`config.mk`:
```
export PLATFORM = sky130hd
export DESIGN_NAME = length_prefixed_packet_deframer_unit
export DESIGN_NICKNAME = d
export VERILOG_FILES = /design/src/hdl/lppd_pkg.sv /design/src/hdl/lppd_parser.sv /design/src/hdl/lppd_out_reg.sv /design/src/hdl/length_prefixed_packet_deframer_unit.sv
export SDC_FILE = /design/constraint.sdc
export NUM_CORES = 1
export LEC_CHECK = 0
export BUFFER_PORTS_ARGS = -buffer_cell sky130_fd_sc_hd__buf_2
export CORE_MARGIN = 1.5
export CORE_UTILIZATION = 64
export DETAILED_ROUTE_END_ITERATION = 10
export PLACE_DENSITY = 0.95
export SYNTH_ARGS = -nofsm -noshare
export SYNTH_HDL_FRONTEND = slang
export SYNTH_HIERARCHICAL = 1
export SYNTH_SLANG_ARGS = --single-unit
```
`constraint.sdc`:
```
create_clock -name clk -period 8.8 [get_ports clk]
set_clock_uncertainty 0.15 [all_clocks]
set_input_delay 0.88 -clock clk [delete_from_list [all_inputs] [get_ports clk]]
set_output_delay 0.88 -clock clk [all_outputs]
set_load 0.01 [all_outputs]
```
`src/hdl/lppd_pkg.sv`:
```
// ----------------------------------------------------------------------------
// lppd_pkg
// Shared types and constants for the length-prefixed packet deframer.
// ----------------------------------------------------------------------------
package lppd_pkg;

  localparam logic [15:0] HEADER_BYTES    = 16'd6;
  localparam logic [15:0] CHECKSUM_INVERT = 16'hFFFF;

  // header byte positions
  localparam logic [15:0] POS_SIZE_LO   = 16'd0;
  localparam logic [15:0] POS_SIZE_HI   = 16'd1;
  localparam logic [15:0] POS_OPCODE_LO = 16'd2;
  localparam logic [15:0] POS_OPCODE_HI = 16'd3;
  localparam logic [15:0] POS_SUM_LO    = 16'd4;
  localparam logic [15:0] POS_SUM_HI    = 16'd5;

  localparam int TDATA_W = 48;
  localparam int TUSER_W = 1;

  typedef struct packed {
    logic [7:0]  payload_byte;
    logic        payload_valid;
    logic [15:0] frame_opcode;
    logic [15:0] payload_length;
    logic        frame_last;
    logic        checksum_ok;
    logic        length_error;
  } lppd_result_t;

endpackage

```
`src/hdl/lppd_parser.sv`:
```
// ----------------------------------------------------------------------------
// lppd_parser
// Input register and frame parser: header assembly, payload sum, frame end.
// ----------------------------------------------------------------------------
module lppd_parser (
  input  logic                  clk,
  input  logic                  rst,
  input  logic                  s_tvalid,
  output logic                  s_tready,
  input  logic [7:0]            s_tdata,
  input  logic                  out_ready,
  output logic                  res_valid,
  output lppd_pkg::lppd_result_t res
);

  logic        st_valid;
  logic [7:0]  st_byte;
  logic        process;

  logic [15:0] byte_position, byte_position_next;
  logic [15:0] frame_size, frame_size_next;
  logic [15:0] opcode_hold, opcode_hold_next;
  logic [15:0] received_sum, received_sum_next;
  logic [15:0] running_sum, running_sum_next;
  logic [7:0]  low_byte_hold, low_byte_hold_next;

  logic [15:0] word;
  logic [15:0] sum_add;
  logic        last;

  assign s_tready = !st_valid || out_ready;
  assign process  = st_valid && out_ready;

  always_ff @(posedge clk) begin
    if (rst) begin
      st_valid <= 1'b0;
    end else if (s_tready) begin
      st_valid <= s_tvalid;
    end
    if (s_tvalid && s_tready) begin
      st_byte <= s_tdata;
    end
  end

  always_comb begin
    word               = {st_byte, low_byte_hold};
    sum_add            = running_sum + {8'd0, st_byte};
    last               = ({1'b0, byte_position} + 17'd1) >= {1'b0, frame_size};
    byte_position_next = byte_position;
    frame_size_next    = frame_size;
    opcode_hold_next   = opcode_hold;
    received_sum_next  = received_sum;
    running_sum_next   = running_sum;
    low_byte_hold_next = low_byte_hold;
    res_valid          = 1'b0;
    res                = '0;
    res.frame_opcode   = opcode_hold;
    if (byte_position < lppd_pkg::HEADER_BYTES) begin
      case (byte_position)
        lppd_pkg::POS_SIZE_LO, lppd_pkg::POS_OPCODE_LO, lppd_pkg::POS_SUM_LO: begin
          low_byte_hold_next = st_byte;
          byte_position_next = byte_position + 16'd1;
        end
        lppd_pkg::POS_SIZE_HI: begin
          frame_size_next    = word;
          byte_position_next = lppd_pkg::POS_OPCODE_LO;
        end
        lppd_pkg::POS_OPCODE_HI: begin
          opcode_hold_next   = word;
          byte_position_next = lppd_pkg::POS_SUM_LO;
        end
        default: begin
          received_sum_next = word;
          running_sum_next  = '0;
          if (frame_size <= lppd_pkg::HEADER_BYTES) begin
            res_valid          = st_valid;
            res.frame_last     = 1'b1;
            res.length_error   = frame_size < lppd_pkg::HEADER_BYTES;
            res.checksum_ok    = word == lppd_pkg::CHECKSUM_INVERT;
            byte_position_next = lppd_pkg::POS_SIZE_LO;
          end else begin
            byte_position_next = lppd_pkg::HEADER_BYTES;
          end
        end
      endcase
    end else begin
      running_sum_next   = sum_add;
      res_valid          = st_valid;
      res.payload_byte   = st_byte;
      res.payload_valid  = 1'b1;
      res.payload_length = frame_size - lppd_pkg::HEADER_BYTES;
      res.frame_last     = last;
      res.checksum_ok    = last && ((sum_add ^ lppd_pkg::CHECKSUM_INVERT) == received_sum);
      byte_position_next = last ? lppd_pkg::POS_SIZE_LO : byte_position + 16'd1;
    end
  end

  always_ff @(posedge clk) begin
    if (rst) begin
      byte_position <= '0;
      frame_size    <= '0;
      opcode_hold   <= '0;
      received_sum  <= '0;
      running_sum   <= '0;
      low_byte_hold <= '0;
    end else if (process) begin
      byte_position <= byte_position_next;
      frame_size    <= frame_size_next;
      opcode_hold   <= opcode_hold_next;
      received_sum  <= received_sum_next;
      running_sum   <= running_sum_next;
      low_byte_hold <= low_byte_hold_next;
    end
  end

  a_len_err_ends_frame: assert property (@(posedge clk) disable iff (rst)
    res_valid && res.length_error |-> res.frame_last && !res.payload_valid)
    else $error("length error result without frame end");

  a_payload_needs_size: assert property (@(posedge clk) disable iff (rst)
    byte_position >= lppd_pkg::HEADER_BYTES |-> frame_size > lppd_pkg::HEADER_BYTES)
    else $error("payload position with short frame size");

  a_pos_advance: assert property (@(posedge clk) disable iff (rst)
    process && res_valid && res.payload_valid && !res.frame_last
    |=> byte_position == $past(byte_position) + 16'd1)
    else $error("byte position did not advance on payload transfer");

  a_frame_end_resets: assert property (@(posedge clk) disable iff (rst)
    process && res_valid && res.frame_last |=> byte_position == lppd_pkg::POS_SIZE_LO)
    else $error("byte position not cleared at frame end");

endmodule

```
`src/hdl/lppd_out_reg.sv`:
```
// ----------------------------------------------------------------------------
// lppd_out_reg
// Result register driving the master-side stream; packs result fields.
// ----------------------------------------------------------------------------
module lppd_out_reg (
  input  logic                          clk,
  input  logic                          rst,
  input  logic                          res_valid,
  input  lppd_pkg::lppd_result_t        res,
  output logic                          out_ready,
  output logic                          m_tvalid,
  input  logic                          m_tready,
  output logic [lppd_pkg::TDATA_W-1:0]  m_tdata,
  output logic [lppd_pkg::TUSER_W-1:0]  m_tuser,
  output logic                          m_tlast
);

  lppd_pkg::lppd_result_t hold;

  assign out_ready = !m_tvalid || m_tready;

  always_ff @(posedge clk) begin
    if (rst) begin
      m_tvalid <= 1'b0;
    end else if (out_ready) begin
      m_tvalid <= res_valid;
    end
    if (out_ready && res_valid) begin
      hold <= res;
    end
  end

  assign m_tdata = {6'd0, hold.length_error, hold.checksum_ok, hold.payload_length,
                    hold.frame_opcode, hold.payload_byte};
  assign m_tuser = hold.payload_valid;
  assign m_tlast = hold.frame_last;

endmodule

```
`src/hdl/length_prefixed_packet_deframer_unit.sv`:
```
// ----------------------------------------------------------------------------
// length_prefixed_packet_deframer_unit
// Splits a byte stream into frames with a 6-byte little-endian header.
// ----------------------------------------------------------------------------
// One byte is taken per cycle unless back-pressure from m_tready stalls the
// input; each byte passes the input register, then the result register. The
// per-byte work is one 16-bit add and compare in the parser. Header bytes give
// no transfer, except the last header byte of a frame with size six or less.
// Payload bytes come out with payload_valid in tuser and the frame end in tlast,
// carrying the checksum and length error flags. A partial frame waits without timeout.
module length_prefixed_packet_deframer_unit (
  input  logic                         clk,
  input  logic                         rst,
  input  logic                         s_tvalid,
  output logic                         s_tready,
  input  logic [7:0]                   s_tdata,  // [7:0] rx_byte
  output logic                         m_tvalid,
  input  logic                         m_tready,
  // [7:0] payload_byte, [23:8] frame_opcode, [39:24] payload_length,
  // [40] checksum_ok, [41] length_error, [47:42] zero
  output logic [lppd_pkg::TDATA_W-1:0] m_tdata,
  output logic [lppd_pkg::TUSER_W-1:0] m_tuser,  // [0] payload_valid
  output logic                         m_tlast   // frame_last
);

  logic                   res_valid;
  logic                   out_ready;
  lppd_pkg::lppd_result_t res;

  lppd_parser u_parser (
    .clk       (clk),
    .rst       (rst),
    .s_tvalid  (s_tvalid),
    .s_tready  (s_tready),
    .s_tdata   (s_tdata),
    .out_ready (out_ready),
    .res_valid (res_valid),
    .res       (res)
  );

  lppd_out_reg u_out_reg (
    .clk       (clk),
    .rst       (rst),
    .res_valid (res_valid),
    .res       (res),
    .out_ready (out_ready),
    .m_tvalid  (m_tvalid),
    .m_tready  (m_tready),
    .m_tdata   (m_tdata),
    .m_tuser   (m_tuser),
    .m_tlast   (m_tlast)
  );

endmodule

```
==> results of run 1 <==
sequential cells by signal, indices dropped and copies added, names as in the netlist, 8 cells and up:
| register | cells |
|---|---|
| u_parser/opcode_hold | 16 |
| u_parser/st_byte | 8 |
| u_parser/byte_position | 16 |
| u_parser/received_sum | 16 |
| u_parser/low_byte_hold | 8 |
| u_parser/running_sum | 16 |
| u_out_reg/m_tdata | 42 |
| u_parser/frame_size | 16 |
power by group:
group	switching, uW	internal, uW
clock network	317	408
registers	18.2	692
logic	63.0	37.2
total	398	1140
metal layers:
layer	share of wire, %	up-vias	track usage, %	routed length (um)
met5	0	-	0	0
met1	36	2851	40.7	6970
met3	11	134	8.86	2120
met4	5.7	0	22.3	1120
li1	-	2658	-	-
met2	48	490	56.3	9270
synth_stat cells, types with 6 or more instances:
cell type / count
nor2_1: 112
dfxtp_1: 90
mux2i_1: 58
edfxtp_1: 52
nand2_1: 43
a21oi_1: 42
inv_1: 31
ha_1: 29
xnor2_1: 28
clkbuf_1: 23
nand3_1: 21
o21ai_0: 14
nand4_1: 13
and2_1: 12
xor2_1: 12
nor3_1: 10
a31o_2: 9
buf_4: 8
a22oi_1: 7
or4_1: 7
nand2b_1: 6
nor4_1: 6
o31ai_1: 6
kinds of logic after synthesis:
group	after synthesis
other	1
AOI/OAI and AO/OA	124
adders and majority gates	30
buffers and inverters	71
DFF	142
muxes	58
xor gates and xnor gates	40
and+or+nand+nor	260
through the flow:
| stage | setup WS (ns) | total power, uW | hold slack, ns |
|---|---|---|---|
| finish | 4.26 | 1540 | 0.288 |
| global route | 4.04 | 1570 | 0.294 |
| CTS | 4.39 | 1530 | 0.285 |
| detailed placement | 4.62 | 817 | 0.265 |
| global placement | 4.85 | 811 | 0.264 |
| floorplan | 5.15 | 789 | 0.258 |
worst max-delay path by stage:
stage,start,to,slack [ns],depth (start not counted)
2_1_floorplan,u_parser/byte_position[3],u_parser/byte_position[5],5.15,19
3_3_place_gp,u_parser/byte_position[2],u_parser/byte_position[3],4.85,15
3_5_place_dp,u_parser/byte_position[2],u_parser/byte_position[7],4.62,14
4_1_cts,u_parser/byte_position[2],u_parser/byte_position[7],4.39,14
5_1_grt,u_parser/byte_position[2],u_parser/byte_position[7],4.04,14
6_report,u_parser/byte_position[2],u_parser/byte_position[7],4.26,14
cells in the final DEF, fill, tap and decap left out, types with 14 or more instances in the layout:
master	count
o21ai_0	14
xnor2_1	28
mux2i_1	58
nand3_1	21
edfxtp_1	52
nand2_1	43
dfxtp_1	90
inv_1	31
clkbuf_16	17
ha_1	29
buf_2	57
a21oi_1	42
nor2_1	112
area by class of cell:
class,instances,area (sq um)
multi-input combinational,518,3420
sequential,142,3360
fill,653,2870
clock buffer,18,439
timing repair buffer,58,293
tap,140,175
clock inverter,14,160
inverter,32,123
==> flow_metrics.py, run 1 <==
metrics = {
    "routing": {
        "vias": 6133,
        "drt-pass1-iter-count": 8,
        "drc": 0,
        "drt_iter0_markers": 851,
        "routed_wl_um": 19500,
        "viasPerCell": 6.65,
        "ant_nets": 0,
        "wl_per_cell_um": 21.1,
    },
    "synthesis": {
        "synth_top_family_by_area": "simple AND/OR/NAND/NOR gates",
        "synth_xor_area_share_pct": 4.94,
        "synth-adder-area-share_pct": 5.40,
        "seq_area_frac_synth_pct": 47.5,
        "syn_inst": 726,
        "ys.warnings.count": 6,
        "syn_area_sq_um": 7090,
        "yosys.area_share.simple_pct": 18.0,
        "avgSynthCellArea_sq_um": 9.76,
        "netlist-cell-type-count": 65,
        "synth_compound_gate_area_share_pct": 11.4,
        "synth_seq_cells": 142,
        "synth-edff-count": 52,
        "synth_top_area_share_pct": 25.4,
        "ys_top_cells_by_area": "dfxtp_1, edfxtp_1, mux2i_1",
        "synth_ff_type": "dfxtp_1",
        "synth.area.mux_share_pct": 8.19,
        "async_flop_share_pct": 0,
        "synth_area_leader_cell": "dfxtp_1",
    },
    "worst_setup_path": {
        "critPathSlowestCell": "dfxtp_1",
        "endpoint_kind": "register",
        "path_max_fanout": 18,
        "path_common_cell": "nand3_1",
        "r2r-end": "u_parser/byte_position[7]",
        "arrival_ns": 4.83,
        "reg2reg_depth": 14,
        "reg2reg_slack_ns": 4.26,
        "worstPathRequired_ns": 9.09,
        "crit_chain": "nand3_1 > nor2_1 > nand3_1 > or2_2 > nor2_1 > xor2_1 > ha_1 > nand2_1 > a2bb2oi_1 > a21oi_1 > o41ai_1 > a31o_2 > nand3_1 > o31ai_1",
        "path_buf_inv": 0,
        "crit_type": "reg -> reg",
        "r2r-start": "u_parser/byte_position[2]",
        "max_stage_delay_ns": 0.48,
        "critPathLaunchType": "register",
        "cp_top_family": "simple AND/OR/NAND/NOR gates",
    },
    "hold_path": {
        "hold_path_class": "reg -> reg",
        "hold_end": "u_out_reg/m_tdata[8]",
        "whs_path_depth": 0,
        "hold_start": "u_parser/opcode_hold[0]",
    },
    "clock_network": {
        "cts_tree": "done",
        "cts-resized-gates": 0,
        "insertion_delay_ns": 0.54,
        "cts_hold_buf": 0,
        "clock_path_buffers": 2,
        "cts.sinks": 142,
        "htree_num_levels": 4,
        "clock-root-buffer": "clkbuf_8",
        "cts_made_buffers": 17,
        "cts.clk_slew.worst_paths_ns": 0.07,
        "postCtsSetupBuffers": 0,
    },
    "global_route": {
        "grt_pass1_vias": 5892,
        "grt_usage_pct": 34.6,
        "grt_pass1_wl_um": 30500,
        "overflow": 0,
        "grt_max_degree": 87,
        "grt_antenna_before_repair": 0,
    },
    "timing": {
        "setup_viol": 0,
        "fin_tns_setup_ns": 0,
        "rsz0062_at_grt": "no",
        "hold_viol_final": 0,
        "min_period_ns": 4.54,
        "tightest_slew_ns": 1.21,
        "fmaxAchievable_mhz": 220,
        "final_max_slew_viol_count": 0,
        "relSlewSlack_pct": 19.4,
        "min_period_over_period_pct": 51.6,
    },
    "layout": {
        "syn2layout_area_growth_pct": 12.5,
        "stdcell_area_sq_um": 7980,
        "stdcell_count": 922,
        "nets": 811,
        "final_util_pct": 73.6,
        "n_antenna_cell": 0,
        "drive_above_1_share_pct": 14.6,
    },
    "floorplanning": {
        "pin_count": 64,
        "die-area_sq_um": 11700,
        "start_util_pct": 65.4,
        "die_h_um": 108,
        "placementRows": 38,
        "die_width_um": 108,
        "coreArea_sq_um": 10800,
    },
    "outcome": {
        "run_status": "completed",
    },
    "place": {
        "place_congestion": 0.920,
        "io_buffers": 57,
        "dp_hpwl_um": 11900,
        "place_inst": 890,
        "place_area_sq_um": 7380,
    },
    "power_and_ir_drop": {
        "power_density_nw_per_um2": 193,
        "p_leak_uw": 0.00299,
        "max-vdd-ir-drop_v": 0.000115,
    },
    "run": {
        "drv_cap": 0,
    },
}
(Power assumes the default switching activity.)
==> inputs of run 2 (changes only) <==
- ABC_AREA: default -> 1
- CORE_UTILIZATION: 64 -> 60
- PLACE_DENSITY: 0.95 -> 0.92
- clock period: 8.8 -> 4.5 ns (I/O delays scaled with it)
==> run 2 against run 1 <==
Compared with the run above: non-clock buffer count grew 1; cell count grew 24%; setup slack worse by 3.2 ns; core utilization is 4.2 points lower; critical path depth up 4; synthesized cell count up 26%; clock power up 89%; sequential share of layout area decreased by 2.0 points; global-route usage fell by 3.7 points; sequential power increased by 99%; routed wire length down 0.47%; total power rose by 100%.
==> flow_metrics.py, run 2 <==
metrics = {
    "outcome": {
        "run_status": "completed",
    },
    "worst_setup_path": {
        "reg2reg_depth": 18,
        "crit_type": "reg -> reg",
        "r2r-start": "u_parser/byte_position[0]",
        "arrival_ns": 3.50,
        "path_max_fanout": 17,
        "critPathLaunchType": "register",
        "r2r-end": "u_out_reg/m_tdata[40]",
        "endpoint_kind": "register",
        "reg2reg_slack_ns": 1.03,
        "worstPathRequired_ns": 4.54,
    },
    "timing": {
        "min_period_ns": 3.47,
        "relSlewSlack_pct": 31.8,
        "final_max_slew_viol_count": 0,
        "min_period_over_period_pct": 77.0,
        "tightest_slew_ns": 1.02,
        "rsz0062_at_grt": "no",
        "fin_tns_setup_ns": 0,
        "fmaxAchievable_mhz": 289,
        "hold_viol_final": 0,
        "setup_viol": 0,
    },
    "global_route": {
        "grt_usage_pct": 30.9,
        "grt_max_degree": 50,
        "overflow": 0,
        "grt_pass1_wl_um": 31200,
        "grt_antenna_before_repair": 0,
        "grt_pass1_vias": 6363,
    },
    "place": {
        "io_buffers": 57,
        "place_inst": 1110,
        "place_congestion": 0.935,
        "dp_hpwl_um": 12500,
    },
    "power_and_ir_drop": {
        "p_switching_uw": 882,
        "power_density_nw_per_um2": 372,
        "intPower_uw": 2230,
        "clkPwrFrac_pct": 43.9,
        "seqPwrFrac_pct": 45.4,
        "p_total_uw": 3110,
        "max-vdd-ir-drop_v": 0.000315,
        "combPwrFrac_pct": 10.7,
        "p_leak_uw": 0.00352,
        "p_sw_share_pct": 28.3,
    },
    "synthesis": {
        "ys_top_cells_by_area": "dfxtp_1, edfxtp_1, nand2_1",
        "synth_seq_cells": 142,
        "ys.warnings.count": 6,
        "synth_area_leader_cell": "dfxtp_1",
        "yosys-top-cells-count": "nand2_1, inv_1, dfxtp_1, a21oi_1, nor2_1",
        "synth-edff-count": 52,
        "seq_area_frac_synth_pct": 45.0,
        "async_flop_share_pct": 0,
        "netlist-cell-type-count": 47,
        "yosysMostFrequentCell": "nand2_1",
        "avgSynthCellArea_sq_um": 8.19,
        "syn_area_sq_um": 7470,
        "syn_inst": 912,
        "synth_ff_type": "dfxtp_1",
        "synth_top_area_share_pct": 24.1,
    },
    "layout": {
        "final_cell_mix": "nand2_1, inv_1, dfxtp_1",
        "stdcell_count": 1143,
        "largest_reg_flops": 42,
        "n_fill_cell": 894,
        "final_common_cell": "nand2_1",
        "nets": 1003,
        "drive_above_1_share_pct": 15.8,
        "syn2layout_area_growth_pct": 11.9,
    },
    "hold_path": {
        "hold_path_class": "in -> reg",
        "whs_path_depth": 1,
        "hold_end": "u_parser/st_byte[3]",
        "hold_start": "s_tdata[3]",
    },
    "routing": {
        "routed_wl_um": 19400,
        "drc": 0,
        "wl_per_cell_um": 17.0,
        "viasPerCell": 5.93,
        "drt-pass1-iter-count": 8,
        "drt_iter0_markers": 890,
        "vias": 6779,
        "ant_nets": 0,
    },
    "clock_network": {
        "clock_path_buffers": 2,
        "cts_tree": "done",
        "insertion_delay_ns": 0.43,
        "cts-resized-gates": 0,
        "postCtsSetupBuffers": 0,
        "htree_num_levels": 4,
        "cts_hold_buf": 0,
        "cts.clk_slew.worst_paths_ns": 0.07,
        "clock-root-buffer": "clkbuf_16",
        "cts.sinks": 142,
        "cts_made_buffers": 17,
    },
    "run": {
        "drv_cap": 0,
    },
    "floorplanning": {
        "die-area_sq_um": 13100,
        "coreArea_sq_um": 12100,
        "start_util_pct": 62.0,
        "die_width_um": 115,
        "die_h_um": 115,
        "placementRows": 40,
        "pin_count": 64,
    },
}
[run 2: area by class of cell]
type | instances | area, sq um | share of cell area, %
inverter | 132 | 495 | 5.92
clock buffer | 18 | 439 | 5.25
antenna | 1 | 2.50 | 0.0299
timing repair buffer | 59 | 300 | 3.59
clock inverter | 14 | 140 | 1.68
multi-input combinational | 609 | 3410 | 40.8
tap | 168 | 210 | 2.51
sequential | 142 | 3360 | 40.2
[run 2: routing by layer]
layer	vias to the layer above	GRT usage, %	part of all wire [%]
met1	3079	38.0	38
met5	-	0	0
met4	0	18.0	5.6
met2	452	48.9	46
li1	3127	-	-
met3	121	8.58	9.8
[run 2: power groups by stage]
stage	Sequential, uW	Clock, uW	Combinational, uW
CTS	1410	1380	322
detailed placement	1440	0	312
global placement	1440	0	301
finish	1410	1370	332
floorplan	1440	0	227
global route	1420	1440	361
[run 2: cells by family after synthesis]
| family | share of synthesized area [%] |
|---|---|
| AO/OA/AOI/OAI | 13.7 |
| adder cells (fa/ha/maj) | 5.12 |
| XOR/XNOR | 2.23 |
| buffers and inverters | 9.73 |
| flip-flops | 45.0 |
| AND/OR/NAND/NOR | 24.1 |
| other | 0.0502 |
[run 2: how the worst max path moves through the flow]
stage,from,endpoint,slack [ns],cells after the start
global placement,u_parser/byte_position[0],u_out_reg/m_tdata[40],1.39,18
finish,u_parser/byte_position[0],u_out_reg/m_tdata[40],1.03,18
detailed placement,u_parser/byte_position[0],u_out_reg/m_tdata[40],1.26,18
CTS,u_parser/byte_position[0],u_out_reg/m_tdata[40],1.15,18
global route,u_parser/byte_position[0],u_out_reg/m_tdata[40],0.92,17
floorplan,u_parser/byte_position[0],u_out_reg/m_tdata[0],0.15,10
[run 2: stage by stage]
stage	util (%)	worst slack [ns]	instance area, sq um	hold WS, ns
4_1_cts	69.3	1.15	8360	0.0265
3_5_place_dp	64.5	1.26	7780	0.258
3_3_place_gp	64.5	1.39	7780	0.256
2_1_floorplan	-	0.146	7490	0.253
5_1_grt	69.3	0.920	8360	0.0296
6_report	69.3	1.03	8360	0.0341
[run 2: worst max-delay path, cell delays in order (launching register included)]
cell and delay, ns:
dfxtp_1 0.44, ha_1 0.26, nand3_2 0.15, nor2_4 0.18, nand2_1 0.10, nor2_1 0.17, nand2_1 0.09, xor2_1 0.21
ha_1 0.30, a21oi_1 0.19, o211ai_1 0.11, inv_1 0.07, nand2_1 0.07, nor2_2 0.13, nand3_2 0.10, nand2_4 0.24
nor2_1 0.08, nand3_1 0.10, nand2_1 0.06
